File: src/hdl/multi_channel_pulse_blink_fade_io_defines.svh
// ----------------------------------------------------------------------------
// multi_channel_pulse_blink_fade_io_defines
// Assertion macros shared by the pin engine; the enclosing scope provides clk
// and rst_n.
// ----------------------------------------------------------------------------
`ifndef MULTI_CHANNEL_PULSE_BLINK_FADE_IO_DEFINES_SVH
`define MULTI_CHANNEL_PULSE_BLINK_FADE_IO_DEFINES_SVH

// same-cycle implication, disabled while in reset
`define MCPB_ASSERT_IMP(lbl, ante, cons, msg) \
  lbl: assert property (@(posedge clk) disable iff (!rst_n) (ante) |-> (cons)) \
    else $error(msg);

// next-cycle implication, disabled while in reset
`define MCPB_ASSERT_NXT(lbl, ante, cons, msg) \
  lbl: assert property (@(posedge clk) disable iff (!rst_n) (ante) |=> (cons)) \
    else $error(msg);

`endif

File: src/hdl/mcpb_pkg.sv
// ----------------------------------------------------------------------------
// mcpb_pkg
// Shared types and constants for the multi-channel pulse/blink/fade pin engine.
// ----------------------------------------------------------------------------
`default_nettype none

package mcpb_pkg;

  localparam int CHANNELS = 16;
  localparam int CH_AW    = (CHANNELS > 1) ? $clog2(CHANNELS) : 1;
  localparam int OUT_W    = (CHANNELS < 16) ? CHANNELS : 16;

  localparam int BLINK_SHIFT = 3;  // blink threshold is 8 times the rate
  localparam int FADE_SHIFT  = 4;
  localparam int HOLD_SHIFT  = 5;
  localparam logic [7:0] FADE_TOP = 8'd255;

  typedef logic [CH_AW-1:0]    ch_addr_t;
  typedef logic [CHANNELS-1:0] ch_vec_t;

  typedef enum logic [1:0] {
    CMD_TICK = 2'd0,
    CMD_SET  = 2'd1,
    CMD_READ = 2'd2
  } cmd_t;

  typedef enum logic [1:0] {
    ST_IDLE,
    ST_TICK,
    ST_SET,
    ST_READ
  } seq_state_t;

  typedef struct packed {
    logic        dir_output;
    logic        pull_enable;
    logic [7:0]  period;
    logic [4:0]  blink_rate;
    logic        level;
    logic [7:0]  fade_step;
    logic [15:0] pulse_counter;
    logic [15:0] blink_counter;
    logic [11:0] fade_counter;
    logic        blink_phase;
    logic [7:0]  hold_counter;
  } chan_t;

  localparam chan_t CHAN_RESET = '{
    dir_output:    1'b0,
    pull_enable:   1'b1,
    period:        8'd0,
    blink_rate:    5'd0,
    level:         1'b0,
    fade_step:     8'd0,
    pulse_counter: 16'd0,
    blink_counter: 16'd0,
    fade_counter:  12'd0,
    blink_phase:   1'b0,
    hold_counter:  8'd0
  };

  typedef struct packed {
    logic port;
    logic done;
    logic changed;
  } alu_flags_t;

endpackage

`default_nettype wire

File: src/hdl/mcpb_state_mem.sv
// ----------------------------------------------------------------------------
// mcpb_state_mem
// Per-channel state memory, one write and one registered read port; entries
// never written read back as the reset state.
// ----------------------------------------------------------------------------
`default_nettype none

module mcpb_state_mem import mcpb_pkg::*; (
  input  wire logic     clk,
  input  wire logic     rst_n,
  input  wire ch_addr_t raddr,
  output chan_t         rdata,
  input  wire logic     we,
  input  wire ch_addr_t waddr,
  input  wire chan_t    wdata
);

  chan_t   mem [CHANNELS];
  chan_t   rdata_r;
  ch_vec_t valid_r;
  logic    rvalid_r;

  always_ff @(posedge clk) begin
    if (we) begin
      mem[waddr] <= wdata;
    end
    rdata_r <= mem[raddr];
  end

  always_ff @(posedge clk) begin
    if (!rst_n) begin
      valid_r  <= '0;
      rvalid_r <= 1'b0;
    end else begin
      if (we) begin
        valid_r[waddr] <= 1'b1;
      end
      rvalid_r <= valid_r[raddr];
    end
  end

  assign rdata = rvalid_r ? rdata_r : CHAN_RESET;

endmodule

`default_nettype wire

File: src/hdl/mcpb_chan_alu.sv
// ----------------------------------------------------------------------------
// mcpb_chan_alu
// Read-modify-write logic for one channel entry: tick update with pin
// sampling, or a set command.
// ----------------------------------------------------------------------------
`default_nettype none

module mcpb_chan_alu import mcpb_pkg::*; (
  input  wire logic       op_set,
  input  wire chan_t      ent_in,
  input  wire logic       port_in,
  input  wire logic [7:0] ticks,
  input  wire logic       pin,
  input  wire logic [7:0] set_byte,
  input  wire logic [7:0] pwm_byte,
  output chan_t           ent_out,
  output alu_flags_t      flags
);

  always_comb begin
    chan_t       e;
    logic        port;
    logic        done;
    logic        chg;
    logic [12:0] limit;
    logic [11:0] fsum;
    logic [7:0]  blink_lim;

    e         = ent_in;
    port      = port_in;
    done      = 1'b0;
    chg       = 1'b0;
    limit     = '0;
    fsum      = '0;
    blink_lim = 8'(e.blink_rate) << BLINK_SHIFT;

    if (op_set) begin
      if (e.dir_output != set_byte[0]) begin
        if (set_byte[0]) begin
          port = 1'b0;
        end else begin
          e.level = 1'b0;
          port    = 1'b1;
        end
        e.dir_output = set_byte[0];
      end
      e.period     = pwm_byte;
      e.blink_rate = set_byte[7:3];
      e.fade_step  = 8'd0;
      if (e.dir_output) begin
        e.level       = set_byte[2];
        e.pull_enable = 1'b0;
        // level with a period starts the fade-in ramp
        if (set_byte[2] && pwm_byte != 8'd0) begin
          e.fade_step = pwm_byte;
          e.period    = FADE_TOP;
          e.level     = 1'b0;
        end
      end else begin
        e.pull_enable = set_byte[1];
        port          = set_byte[1];
      end
    end else if (!e.dir_output) begin
      if (ticks != 8'd0 && e.hold_counter != 8'd0) begin
        e.hold_counter = e.hold_counter + ticks;
      end
      if (e.level != pin) begin
        e.level        = pin;
        e.hold_counter = 8'd1;
        chg            = 1'b1;
      end
      limit = (13'(e.period) << HOLD_SHIFT) | 13'(e.blink_rate);
      if (e.hold_counter != 8'd0 && 13'(e.hold_counter) >= limit) begin
        e.hold_counter = 8'd0;
        done           = 1'b1;
      end
    end else if (ticks != 8'd0) begin
      if (e.period != 8'd0) begin
        e.pulse_counter = e.pulse_counter + 16'(ticks);
      end
      if (e.blink_rate != 5'd0) begin
        e.blink_counter = e.blink_counter + 16'(ticks);
        if (e.blink_counter[15:8] >= blink_lim) begin
          e.blink_counter = 16'd0;
          e.blink_phase   = ~e.blink_phase;
        end
      end
      if (e.level || (e.period != 8'd0 && e.pulse_counter >= 16'(e.period))) begin
        e.pulse_counter = 16'd0;
        port            = (e.blink_rate == 5'd0) || e.blink_phase;
      end else begin
        port = 1'b0;
      end
      if (e.fade_step != 8'd0) begin
        fsum           = e.fade_counter + 12'(ticks);
        e.fade_counter = fsum;
        if (8'(fsum >> FADE_SHIFT) >= e.fade_step) begin
          e.fade_counter  = 12'd0;
          e.period        = e.period - 8'd1;
          e.pulse_counter = 16'd0;
          // ramp finished: settle on a steady high level
          if (e.period == 8'd0) begin
            e.fade_step = 8'd0;
            e.level     = 1'b1;
            chg         = 1'b1;
          end
        end
      end
    end

    ent_out       = e;
    flags.port    = port;
    flags.done    = done;
    flags.changed = chg;
  end

endmodule

`default_nettype wire

File: src/hdl/multi_channel_pulse_blink_fade_io.sv
// ----------------------------------------------------------------------------
// multi_channel_pulse_blink_fade_io
// Sixteen-channel pin engine: per-channel direction, pull-up, pulse, blink,
// fade-in and input hold detection, with state held in one channel memory.
// ----------------------------------------------------------------------------
// A command is taken when start is high and busy is low. Every command gives
// exactly one result, shown for a single cycle with out_valid; the receiver
// cannot hold it off. A tick walks the channel memory one entry per cycle
// (read, update, write back) and raises the result strobe after the last
// entry. A set or read touches one entry; an out-of-range channel or an unused
// command code touches none and answers straight from idle. out_pin_drive
// always shows the live port bits.
`default_nettype none

`include "multi_channel_pulse_blink_fade_io_defines.svh"

module multi_channel_pulse_blink_fade_io import mcpb_pkg::*; (
  input  wire logic        clk,
  input  wire logic        rst_n,
  input  wire logic        start,
  output logic             busy,
  input  wire logic [1:0]  in_cmd,
  input  wire logic [7:0]  in_tick_count,
  input  wire logic [15:0] in_pin_levels,
  input  wire logic [7:0]  in_channel,
  input  wire logic [7:0]  in_set_byte,
  input  wire logic [7:0]  in_pwm_byte,
  output logic             out_valid,
  output logic [15:0]      out_pin_drive,
  output logic [15:0]      out_hold_done,
  output logic             out_data_changed,
  output logic [7:0]       out_status_byte,
  output logic [7:0]       out_period_value,
  output logic             out_read_valid
);

  localparam logic [7:0] CH_LIMIT = 8'(CHANNELS);
  localparam ch_addr_t   CH_LAST  = CH_AW'(CHANNELS - 1);

  seq_state_t state_r, state_nxt;
  ch_addr_t   cnt_r;
  logic [7:0] ticks_r;
  logic [15:0] pins_r;
  logic [7:0] sb_r;
  logic [7:0] pb_r;
  ch_vec_t    port_r;
  ch_vec_t    done_r;
  logic       chg_r;
  logic [7:0] status_r;
  logic [7:0] period_r;
  logic       rvalid_r;
  logic       out_valid_r;

  logic       accept;
  logic       ch_ok;
  logic       last;
  logic       strobe_nxt;
  ch_addr_t   mem_raddr;
  logic       mem_we;
  chan_t      mem_rdata;
  chan_t      alu_ent;
  alu_flags_t alu_flags;
  ch_vec_t    ch_mask;
  ch_vec_t    port_nxt;

  assign busy   = (state_r != ST_IDLE);
  assign accept = start && !busy;
  assign ch_ok  = (in_channel < CH_LIMIT);
  assign last   = (cnt_r == CH_LAST);

  mcpb_state_mem u_mem (
    .clk   (clk),
    .rst_n (rst_n),
    .raddr (mem_raddr),
    .rdata (mem_rdata),
    .we    (mem_we),
    .waddr (cnt_r),
    .wdata (alu_ent)
  );

  mcpb_chan_alu u_alu (
    .op_set   (state_r == ST_SET),
    .ent_in   (mem_rdata),
    .port_in  (port_r[cnt_r]),
    .ticks    (ticks_r),
    .pin      (1'(pins_r >> cnt_r)),
    .set_byte (sb_r),
    .pwm_byte (pb_r),
    .ent_out  (alu_ent),
    .flags    (alu_flags)
  );

  assign ch_mask  = ch_vec_t'(1) << cnt_r;
  assign port_nxt = alu_flags.port ? (port_r | ch_mask) : (port_r & ~ch_mask);

  // next state
  always_comb begin
    state_nxt = state_r;
    case (state_r)
      ST_IDLE: begin
        if (accept) begin
          case (in_cmd)
            CMD_TICK: state_nxt = ST_TICK;
            CMD_SET:  state_nxt = ch_ok ? ST_SET : ST_IDLE;
            CMD_READ: state_nxt = ch_ok ? ST_READ : ST_IDLE;
            default:  state_nxt = ST_IDLE;
          endcase
        end
      end
      ST_TICK: state_nxt = last ? ST_IDLE : ST_TICK;
      ST_SET:  state_nxt = ST_IDLE;
      ST_READ: state_nxt = ST_IDLE;
      default: state_nxt = ST_IDLE;
    endcase
  end

  // sequencer outputs
  always_comb begin
    mem_raddr  = cnt_r;
    mem_we     = 1'b0;
    strobe_nxt = 1'b0;
    case (state_r)
      ST_IDLE: begin
        mem_raddr  = (in_cmd == CMD_TICK) ? '0 : in_channel[CH_AW-1:0];
        // commands that touch no entry answer straight away
        strobe_nxt = accept && (state_nxt == ST_IDLE);
      end
      ST_TICK: begin
        mem_we     = 1'b1;
        mem_raddr  = last ? cnt_r : cnt_r + 1'b1;
        strobe_nxt = last;
      end
      ST_SET: begin
        mem_we     = 1'b1;
        strobe_nxt = 1'b1;
      end
      ST_READ: begin
        strobe_nxt = 1'b1;
      end
      default: begin
        mem_we = 1'b0;
      end
    endcase
  end

  always_ff @(posedge clk) begin
    if (!rst_n) begin
      state_r     <= ST_IDLE;
      cnt_r       <= '0;
      port_r      <= '1;
      done_r      <= '0;
      chg_r       <= 1'b0;
      status_r    <= 8'd0;
      period_r    <= 8'd0;
      rvalid_r    <= 1'b0;
      out_valid_r <= 1'b0;
    end else begin
      state_r     <= state_nxt;
      out_valid_r <= strobe_nxt;
      if (accept) begin
        cnt_r    <= (in_cmd == CMD_TICK) ? '0 : in_channel[CH_AW-1:0];
        done_r   <= '0;
        chg_r    <= 1'b0;
        status_r <= 8'd0;
        period_r <= 8'd0;
        rvalid_r <= 1'b0;
      end
      case (state_r)
        ST_TICK: begin
          port_r <= port_nxt;
          done_r <= alu_flags.done ? (done_r | ch_mask) : done_r;
          chg_r  <= chg_r | alu_flags.changed;
          if (!last) begin
            cnt_r <= cnt_r + 1'b1;
          end
        end
        ST_SET: begin
          port_r <= port_nxt;
        end
        ST_READ: begin
          status_r <= {mem_rdata.blink_rate, mem_rdata.level,
                       mem_rdata.pull_enable, mem_rdata.dir_output};
          period_r <= mem_rdata.period;
          rvalid_r <= 1'b1;
        end
        default: begin
        end
      endcase
    end
  end

  // payload of the accepted transaction
  always_ff @(posedge clk) begin
    if (accept) begin
      ticks_r <= in_tick_count;
      pins_r  <= in_pin_levels;
      sb_r    <= in_set_byte;
      pb_r    <= in_pwm_byte;
    end
  end

  assign out_valid        = out_valid_r;
  assign out_pin_drive    = 16'(port_r[OUT_W-1:0]);
  assign out_hold_done    = 16'(done_r[OUT_W-1:0]);
  assign out_data_changed = chg_r;
  assign out_status_byte  = status_r;
  assign out_period_value = period_r;
  assign out_read_valid   = rvalid_r;

  `MCPB_ASSERT_IMP(a_strobe_idle, out_valid_r, state_r == ST_IDLE, "result strobe while busy")
  `MCPB_ASSERT_NXT(a_walk_step, (state_r == ST_TICK) && !last, (state_r == ST_TICK) && (cnt_r == CH_AW'($past(cnt_r) + 1'b1)), "tick walk skipped an entry")
  `MCPB_ASSERT_IMP(a_read_clean, out_valid_r && rvalid_r, (done_r == '0) && !chg_r, "read result carries tick flags")

endmodule

`default_nettype wire

File: config.mk
export PLATFORM = sky130hd
export DESIGN_NAME = multi_channel_pulse_blink_fade_io
export DESIGN_NICKNAME = d
export VERILOG_FILES = /design/src/hdl/mcpb_pkg.sv /design/src/hdl/mcpb_state_mem.sv /design/src/hdl/mcpb_chan_alu.sv /design/src/hdl/multi_channel_pulse_blink_fade_io.sv
export VERILOG_INCLUDE_DIRS = /design/src /design/src/hdl
export SDC_FILE = /design/constraint.sdc
export NUM_CORES = 2
export LEC_CHECK = 0
export BUFFER_PORTS_ARGS = -buffer_cell sky130_fd_sc_hd__buf_2
export CAP_MARGIN = 0
export CELL_PAD_IN_SITES_DETAIL_PLACEMENT = 0
export CELL_PAD_IN_SITES_GLOBAL_PLACEMENT = 1
export CORE_ASPECT_RATIO = 0.7
export CORE_UTILIZATION = 45
export DETAILED_ROUTE_END_ITERATION = 10
export PLACE_DENSITY_LB_ADDON = 0.08
export SLEW_MARGIN = 20
export SYNTH_ARGS = -nofsm -noshare
export SYNTH_HDL_FRONTEND = slang
export SYNTH_SLANG_ARGS = --single-unit
File: constraint.sdc
create_clock -name clk -period 7.8 [get_ports clk]
set_input_delay 0.78 -clock clk [delete_from_list [all_inputs] [get_ports clk]]
set_output_delay 0.78 -clock clk [all_outputs]
set_load 0.02 [all_outputs]
==> flow_summary_export.csv <==
group,metric,value,unit
detailed_routing,first_pass_iters,5,
floorplanning,num_rows,111,
logic_synthesis,synth-edff-count,1272,
detailed_routing,drc,0,
detailed_routing,postRouteWirelength,169,mm
cts,clk_pin_slew_worst_paths,60,ps
power_and_ir_drop,pwr_density_cell,283,mW/mm2
detailed_routing,drt_iter0_drc,3613,
logic_synthesis,synth_top_area_share,64.1,%
setup_path,crit_buf_inv,1,
cells_and_area,syn2layout_area_growth,12.1,%
min_path,hold_start,"in_set_byte[5]",
detailed_routing,viasPerCell,5.84,
cts,post_cts_resize_count,0,
detailed_routing,wl_per_cell,26.2,um
logic_synthesis,synthCells,4552,
cts,postCtsSetupBuffers,0,
setup_path,crit_path_max_fanout,35,
setup_path,regToRegStartpoint,"u_mem.rvalid_r",
sta,finClkSkew,28.4,ps
power_and_ir_drop,p_comb_share,16.3,%
logic_synthesis,synth_area_leaders,"edfxtp_1, dfxtp_1, a211oi_1, nand2_1, and2_1",
cts,cts_made_buffers,140,
cts,cts_sinks,1423,
floorplanning,fp.dieArea,0.134,mm2
floorplanning,die_x,437,um
placement,dp_hpwl,90.0,mm
power_and_ir_drop,design_power_total,18900,uW
logic_synthesis,synth_common_cells,"edfxtp_1, nand2_1, a211oi_1",
logic_synthesis,synthFlopType,"edfxtp_1",
cells_and_area,postLayoutCellArea,0.0668,mm2
power_and_ir_drop,ir_drop,0.188,mV
global_route,grt_max_degree,200,
setup_path,required,8200,ps
logic_synthesis,synth-seq-cells,1423,
setup_path,cp_cell_sequence,"buf_4 > and2_1 > ha_1 > o21ai_0 > o21a_1 > o31ai_1 > a21oi_1 > nor3_1 > nand3_1 > xnor2_1 > and2_1 > ha_1 > nand2_1 > a2111oi_0 > o21a_1 > nand2_1 > xor2_1",
detailed_routing,via_count,37632,
logic_synthesis,synth_top_area_cell,"edfxtp_1",
cells_and_area,layout-drive-gt1-share,10.5,%
cts,cts_buffer_depth,3,
sta,drv_slew,0,
min_path,whs_path_depth,1,
power_and_ir_drop,internal-power,13600,uW
logic_synthesis,yosysMostFrequentCell,"edfxtp_1",
cts,cts_hold_buf,0,
detailed_routing,dr_wl_met3,9.24,mm
logic_synthesis,ys_warn_count,0,
setup_path,reg2reg_depth,17,
detailed_routing,highest_layer,"met4",
cells_and_area,nets,4702,
floorplanning,dieHeight,306,um
global_route,first_global_vias,35607,
power_and_ir_drop,netSwitchingFraction,28.1,%
global_route,grt_pass1_wl,246,mm
setup_path,critPathTopFamily,"compound AO/OA/AOI/OAI gates",
run,max-cap-violations,0,
placement,place.gp.congestion,0.867,
cts,cts_tree,"yes",
setup_path,reg2reg_to,"u_mem.mem[7][8]",
detailed_routing,drtAntennaViolNets,0,
floorplanning,initial_core_util,45.4,%
run_status,status,"finished, final reports clean",
detailed_routing,wl_met1,80.1,mm
power_and_ir_drop,p_sw,5310,uW
power_and_ir_drop,pwr-share-clk,35.7,%
min_path,hold-path-endpoint,"sb_r[5]",
setup_path,path_class,"reg2reg",
setup_path,crit_slowest_cell,"xor2_1",
sta,fmax,147,MHz
logic_synthesis,syn_nets,4680,
setup_path,cp.arrival,7190,ps
sta,finalSetupViolCount,0,
cts,cts_root_buf,"clkbuf_16",
cts,clk_latency,770,ps
setup_path,cp-start-kind,"register",
global_route,grt-ovfl-total,0,
sta,rsz0062_at_grt,"false",
setup_path,reg2reg_slack,1010,ps
sta,timing.final.ws_setup,1010,ps
sta,final-hold-violation-count,0,
floorplanning,core,0.131,mm2
placement,portBuffers,104,
sta,final.period_utilization,87.0,%
logic_synthesis,yosysSeqAreaShare,69.2,%
sta,fin_worst_hold_slack,191,ps
sta,relSlewSlack,24.3,%
logic_synthesis,synth_area,0.0596,mm2
power_and_ir_drop,p_seq_share,48.0,%
floorplanning,ios,105,
placement,dpl_cell_area,0.0621,mm2
min_path,hold_path_class,"in2reg",
logic_synthesis,avgSynthCellArea,13.1,um2
global_route,antenna_found_initial,2,
setup_path,end_kind,"register",
setup_path,critPathMaxStageDelay,880,ps
sta,worst_pin_slew,1140,ps
sta,fin_crit,6790,ps
global_route,grt_usage,24.9,%
logic_synthesis,synth_cell_types,84,
detailed_routing,wl_met2,75.4,mm
sta,finalSetupTns,0,ps
placement,place_ws,1120,ps
power_and_ir_drop,p_leak,0.0223,uW
logic_synthesis,async_flop_share,0,%
cts,cts-htree-levels,4,
[worst max path at each step]
stage | start | end | slack (ps) | cells after the start
floorplan | u_mem.rvalid_r | u_mem.mem[0][38] | 610 | 29
global placement | u_mem.rvalid_r | u_mem.mem[10][8] | 1280 | 17
detailed placement | u_mem.rvalid_r | u_mem.mem[12][8] | 1120 | 17
CTS | u_mem.rvalid_r | u_mem.mem[2][8] | 1090 | 17
global route | u_mem.rvalid_r | u_mem.mem[14][35] | 450 | 21
finish | u_mem.rvalid_r | u_mem.mem[7][8] | 1010 | 17
[state kept, by name (all words and copies together), names as in the netlist, 2 cells and up, named ones only]
signal,flops
out_period_value,8
u_mem.mem,1232
state_r,2
ticks_r,8
out_status_byte,8
pb_r,8
u_mem.rdata_r,77
pins_r,16
cnt_r,4
u_mem.valid_r,16
sb_r,8
out_hold_done,16
[final cells by class]
type	instances	area [um2]
multi-input cells	2749	17100
clock buffers	195	4070
repair buffers	202	1430
flip-flops and latches	1423	41200
diodes	3	7.51
clock inverters	60	494
fillers	11276	64300
well taps	1751	2190
inverters	58	218
[cell usage in the layout, fill, tap and decap left out, drive strengths merged, types with 72 or more instances in the layout]
cell type / instances
edfxtp: 1272
nand2: 772
a211oi: 401
and2: 356
a21oi: 211
buf: 201
clkbuf: 196
a31oi: 167
a311oi: 160
dfxtp: 151
nor2: 84
ha: 72
[power groups by stage]
stage / combinational (uW) / clock, uW / sequential, uW
floorplan: 2060 / 0 / 9050
global placement: 3040 / 0 / 9220
detailed placement: 3040 / 0 / 9220
CTS: 3050 / 6850 / 9060
global route: 3380 / 7140 / 9070
finish: 3070 / 6740 / 9060
[layer usage]
layer  GRT usage, %  vias to the layer above
li1               -                    17406
met1           37.6                    18950
met2           37.6                     1057
met3           3.36                      219
met4           7.41                        0
met5              0                        -
[kinds of logic (layout without fill, tap and decap cells)]
family,after synthesis,after routing,synth area share (%)
adders and majority gates,77,77,1.65
muxes,31,31,0.758
buffers and inverters,380,515,2.46
xor gates and xnor gates,42,42,0.617
and+or+nand+nor,1413,1413,11.2
other,0,3,0
DFF,1423,1423,69.2
AOI/OAI and AO/OA,1186,1186,14.1
[through the flow]
step                instances  utilization [%]
floorplan                4552                -
finish                   6441             50.9
CTS                      6437             50.8
detailed placement       6182             47.4
global route             6438             50.9
global placement         6182             47.4
Power figures use the tool's default switching activity.
